### config.mk
export PLATFORM = sky130hd
export DESIGN_NAME = dhoat_modunit
export DESIGN_NICKNAME = d
export VERILOG_FILES = /design/src/dhoat_modunit.sv
export SDC_FILE = /design/constraint.sdc
export NUM_CORES = 1
export LEC_CHECK = 0
export BUFFER_PORTS_ARGS = -buffer_cell sky130_fd_sc_hd__buf_2
export CAP_MARGIN = 30
export CORE_ASPECT_RATIO = 0.7
export CORE_UTILIZATION = 25
export CTS_CLUSTER_SIZE = 24
export DETAILED_ROUTE_END_ITERATION = 6
export GPL_ROUTABILITY_DRIVEN = 0
export RECOVER_POWER = 100
export SLEW_MARGIN = 30
export SYNTH_ARGS = -nofsm -noshare
export SYNTH_HDL_FRONTEND = slang
export SYNTH_SLANG_ARGS = --single-unit
### constraint.sdc
create_clock -name clk -period 5 [get_ports clk]
set_input_delay 1 -clock clk [delete_from_list [all_inputs] [get_ports clk]]
set_output_delay 1 -clock clk [all_outputs]
set_load 0.01 [all_outputs]
### src/dhoat_modunit.sv
// bit serial remainder unit, one dividend bit per cycle
module dhoat_modunit #(
  parameter int DW = 32,
  parameter int RW = 11
) (
  input  logic          clk,
  input  logic          rst,
  input  logic          start,
  input  logic [DW-1:0] dividend,
  input  logic [RW-1:0] divisor,
  output logic          done,
  output logic [RW-1:0] rem
);

  localparam int CW = $clog2(DW + 1);

  logic          busy;
  logic [CW-1:0] cnt;
  logic [DW-1:0] dvd;
  logic [RW:0]   trial;
  logic [RW:0]   diff;
  logic [RW-1:0] rem_next;

  assign trial    = {rem, dvd[DW-1]};
  assign diff     = trial - {1'b0, divisor};
  assign rem_next = (trial >= {1'b0, divisor}) ? diff[RW-1:0] : trial[RW-1:0];

  always_ff @(posedge clk) begin
    if (rst) begin
      busy <= 1'b0;
      done <= 1'b0;
      cnt  <= '0;
    end else begin
      done <= 1'b0;
      if (start) begin
        busy <= 1'b1;
        cnt  <= '0;
      end else if (busy) begin
        cnt <= cnt + 1'b1;
        if (cnt == CW'(DW - 1)) begin
          busy <= 1'b0;
          done <= 1'b1;
        end
      end
    end
  end

  always_ff @(posedge clk) begin
    if (start) begin
      rem <= '0;
      dvd <= dividend;
    end else if (busy) begin
      rem <= rem_next;
      dvd <= dvd << 1;
    end
  end

endmodule

Yosys cells after proc, flatten, opt, wreduce, memory -nomap -nowiden

Index checks and enable logic that the tools add are counted.

$add $sub $neg: 2
Magnitude comparators: 1
Eq/ne operators: 1
Muxes and demuxes: 7
Bitwise operators: 1
Reductions and logical operators: 3

Operators by type and width:

| operator              | number |
|---|---|
| $mux W32              | 2 |
| $ge A12 B11 Y1        | 1 |
| $mux W11              | 1 |
| $sub A11 B11 Y11      | 1 |
| $add A6 B1 Y6 const B | 1 |
| $eq A6 B5 Y1 const B  | 1 |
| $mux W1               | 4 |
| $reduce_or A3 Y1      | 1 |
| $reduce_bool A2 Y1    | 1 |
| $reduce_or A2 Y1      | 1 |
| $not A1 Y1            | 1 |

Flip-flop bits (word level): 51
Input bits: 46
Output and inout bits: 12
Logic and storage cells: 20

Depth between registers and ports, before layout

Word-level depth: 4
Gate-level depth with buffers: 10
Gate-level depth less buffers: 9

Worst setup path before layout

Ideal clock, no wire load.

Path kind: in2reg
From: input port divisor[0]
To: register rem[6]
Library setup time: 88 ps
Arrival: 3109 ps
Data required time: 4912 ps
Slack: 1803 ps
Cell stages on the path: 9
Path buffers: 1
Path through: ha_1 fa_1 nand2b_2 o2bb2ai_2 a211o_1 and2_1 buf_6 or3b_1 a311oi_2

Cells in the longest elaborated chain, start to end: 2
Elaborated cells between the ends (all ways): 3
Classes of those cells: add/sub: 1; order compare: 1; mux: 1

RTL lines:

| element                                                   | line   | RTL |
|---|---|---|
| from (decl)                                               | 10     | `input logic [RW-1:0] divisor,` |
| $sub A11 B11 Y11 / $ge A12 B11 Y1 (equally long branches) | 25, 26 |  |
| $mux W11 (*)                                              | 26     | `assign rem_next = (trial >= {1'b0, divisor}) ? diff[RW-1:0] : trial[RW-1:0];` |
| to (signal assigned)                                      | 53     | `rem <= rem_next;` |
| to (decl)                                                 | 12     | `output logic [RW-1:0] rem` |

Every way passes the cells marked *; elsewhere a longest branch is shown, timed or not.
A chain may end at the register's enable or synchronous reset.

Final worst setup path

From: input port start
To: register dvd[24], enable pin

Cells in the longest elaborated chain, start to end: 1

RTL lines:

| element                             | line | RTL |
|---|---|---|
| from (decl)                         | 8    | `input logic start,` |
| $reduce_bool A2 Y1 (no source line) | --   |  |
| to (signal assigned)                | 51   | `dvd <= dividend;` |
| to (signal assigned)                | 54   | `dvd <= dvd << 1;` |
| to (decl)                           | 19   | `logic [DW-1:0] dvd;` |

Every way passes these cells.

==> impl_metrics.ini <==
[detailed_routing]
drc_errors = 0
wl_per_cell_um = 13.2
drt_iter0_markers = 101
drtPass1Iterations = 4
viasPerCell = 4.68
vias = 2017
ant_nets = 0
wl_um = 5700

[cts]
h-tree-depth = 2
max-clock-path-buffers = 2
path_clk_slew_ns = 0.06
clockRootBuffer = clkbuf_16
cts_tree = done
cts_buffers = 5
cts.sinks = 51
post_cts_buffers = 0
cts_hold_buf = 0
clock_latency_ns = 0.28
post_cts_resize_count = 0

[global_route]
gr-total-overflow = 0
grt_pass1_vias = 1898
grt_max_degree = 40
track_usage_pct = 10.7
grt_antenna_before_repair = 0
grt_pass1_wl_um = 9460

[logic_synthesis]
synth_area_mm2 = 0.00270
yosysWarningCount = 0
synthArstFlopShare_pct = 0
synth_edf_count = 32
ys_types = 43
synth_nets = 299
netlist_instances = 240
synth_ff_type = edfxtp_1
ys_seq_area_share_pct = 49.7
syn_avg_cell_area_um2 = 11.2
synth_seq_cells = 51

[sta]
setup_viol = 0
rsz0062_at_grt = false
whs_ns = 0.487
hold_violations = 0
relSlewSlack_pct = -35.9
finalSetupTns_ns = 0
period_needed_ns = 3.66
maxSlewViolCount = 40
fin_crit_sh_pct = 73.3
clock.fmax_mhz = 273
worst_slew_pin_slew_ns = 2.04
finClkSkew_ns = 0.00562

[critical_path]
r2r_slack_ns = 2.14
start_kind = input pin
arrival_ns = 3.59
crit_required_ns = 4.93
reg2reg_depth = 9
rr_endpoint = rem[6]
reg2reg_from = dvd[31]
cp_max_fo = 39
crit_type = in2reg
cp-end-kind = flip-flop

[layout]
n_antenna_cell = 0
fin_nets = 357
final_common_cell = buf_2
syn2layout_area_growth_pct = 20.7
utilization_pct = 31.2
multi_input_area_mm2 = 0.00126
nFillCells = 1082
drive_gt1_share_pct = 29.4
regArea_mm2 = 0.00134
final_cell_mix = 44 x buf_2, 32 x mux2_2, 32 x edfxtp_1

[floorplanning]
initial_core_util_pct = 25.9
ios = 58
core_area_mm2 = 0.0104
rows = 31
die_h_um = 88.9
die_area_mm2 = 0.0112
die_w_um = 126

[placement]
dp_hpwl_um = 4250
io_buffers = 57

[min_path]
hold_class = reg2reg
hold_path.startpoint = cnt[5]
hold_depth = 2
hold-path-endpoint = cnt[5]

[power]
irDropWorstVdd_mv = 0.152
leakage_nw = 1.31
p_total_mw = 0.987
p_per_area_mw_per_mm2 = 303

[job]
maxCapViolations = 1

[outcome]
run_status = complete, but fails checks
failed_checks = capacitance limit, slew limit
-- synthesized netlist by cell type, types with 2 or more instances --
master    instances  area [um^2]
mux2i_1           2         20.0
o21a_1            4         30.0
xor2_1            4         35.0
and2_1            2         12.5
xnor2_1           4         35.0
a211oi_1          2         15.0
a21o_1            2         15.0
nand2_1          15         56.3
nand2b_1          2         12.5
nor2_1           19         71.3
a21oi_1          14         70.1
nand4_1           4         25.0
nor2b_1           2         12.5
clkbuf_1          6         22.5
ha_1             12          150
a22o_1            3         26.3
edfxtp_1         32          961
dfxtp_1          19          380
nor3_1            4         20.0
or3_1             4         25.0
o21ai_0          15         75.1
inv_1            16         60.1
mux2_2           33          372
-- area by class of cell --
type / instances / area share [%]
sequential: 51 / 41.2
multi-input combinational: 166 / 38.6
timing repair buffer: 58 / 8.49
tap: 132 / 5.07
clock buffer: 7 / 4.73
inverter: 16 / 1.84
clock inverter: 1 / 0.115
-- registers in the layout, summed over array words and instances (netlist names) --
register / flops
cnt: 6
done: 1
dvd: 32
busy: 1
rem: 11
-- worst max-delay path: stages --
cell	delay, ns
clkbuf_1	1.42
nor2_1	0.57
inv_1	0.16
buf_4	0.41
-- cell families (layout without fill, tap and decap cells) --
family	count (synthesis)	in the layout	synth area share (%)
xor gates and xnor gates	8	8	2.60
buffers and inverters	23	82	3.48
adders and majority gates	13	13	6.31
muxes	35	35	14.5
and+or+nand+nor	59	59	10.7
DFF	51	51	49.7
AOI/OAI and AO/OA	51	51	12.7
-- routing by layer --
metal | vias to the layer above | part of all wire, % | GRT usage, %
met2 | 55 | 43 | 16.3
li1 | 989 | - | -
met4 | 0 | 0.32 | 2.74
met1 | 971 | 50 | 15.0
met3 | 2 | 7.1 | 3.17
met5 | - | 0 | 0
-- power breakdown --
part	internal, mW	total [mW]	leakage [nW]	switching, mW
clock	0.215	0.356	0.0804	0.141
combinational	0.0648	0.132	0.752	0.0672
sequential	0.486	0.499	0.476	0.0135
-- worst max-delay path by stage --
| stage | slack (ns) | to | from | cells past startpoint |
|---|---|---|---|---|
| global route | 0.98 | dvd[27] | start | 4 |
| CTS | 1.88 | rem[6] | divisor[0] | 9 |
| finish | 1.34 | dvd[24] | start | 4 |
| global placement | 1.67 | rem[6] | divisor[0] | 9 |
| detailed placement | 1.57 | rem[6] | divisor[0] | 9 |
| floorplan | 1.80 | rem[6] | divisor[0] | 9 |
-- metrics by stage --
stage | std cells | setup WS, ns | instance area [um^2]
after floorplan | 240 | 1.80 | 2700
after global placement | 423 | 1.67 | 3120
final | 431 | 1.34 | 3260
after global routing | 431 | 0.979 | 3260
after CTS | 431 | 1.88 | 3280
after detailed placement | 423 | 1.57 | 3120
Power figures use the tool's default switching activity.
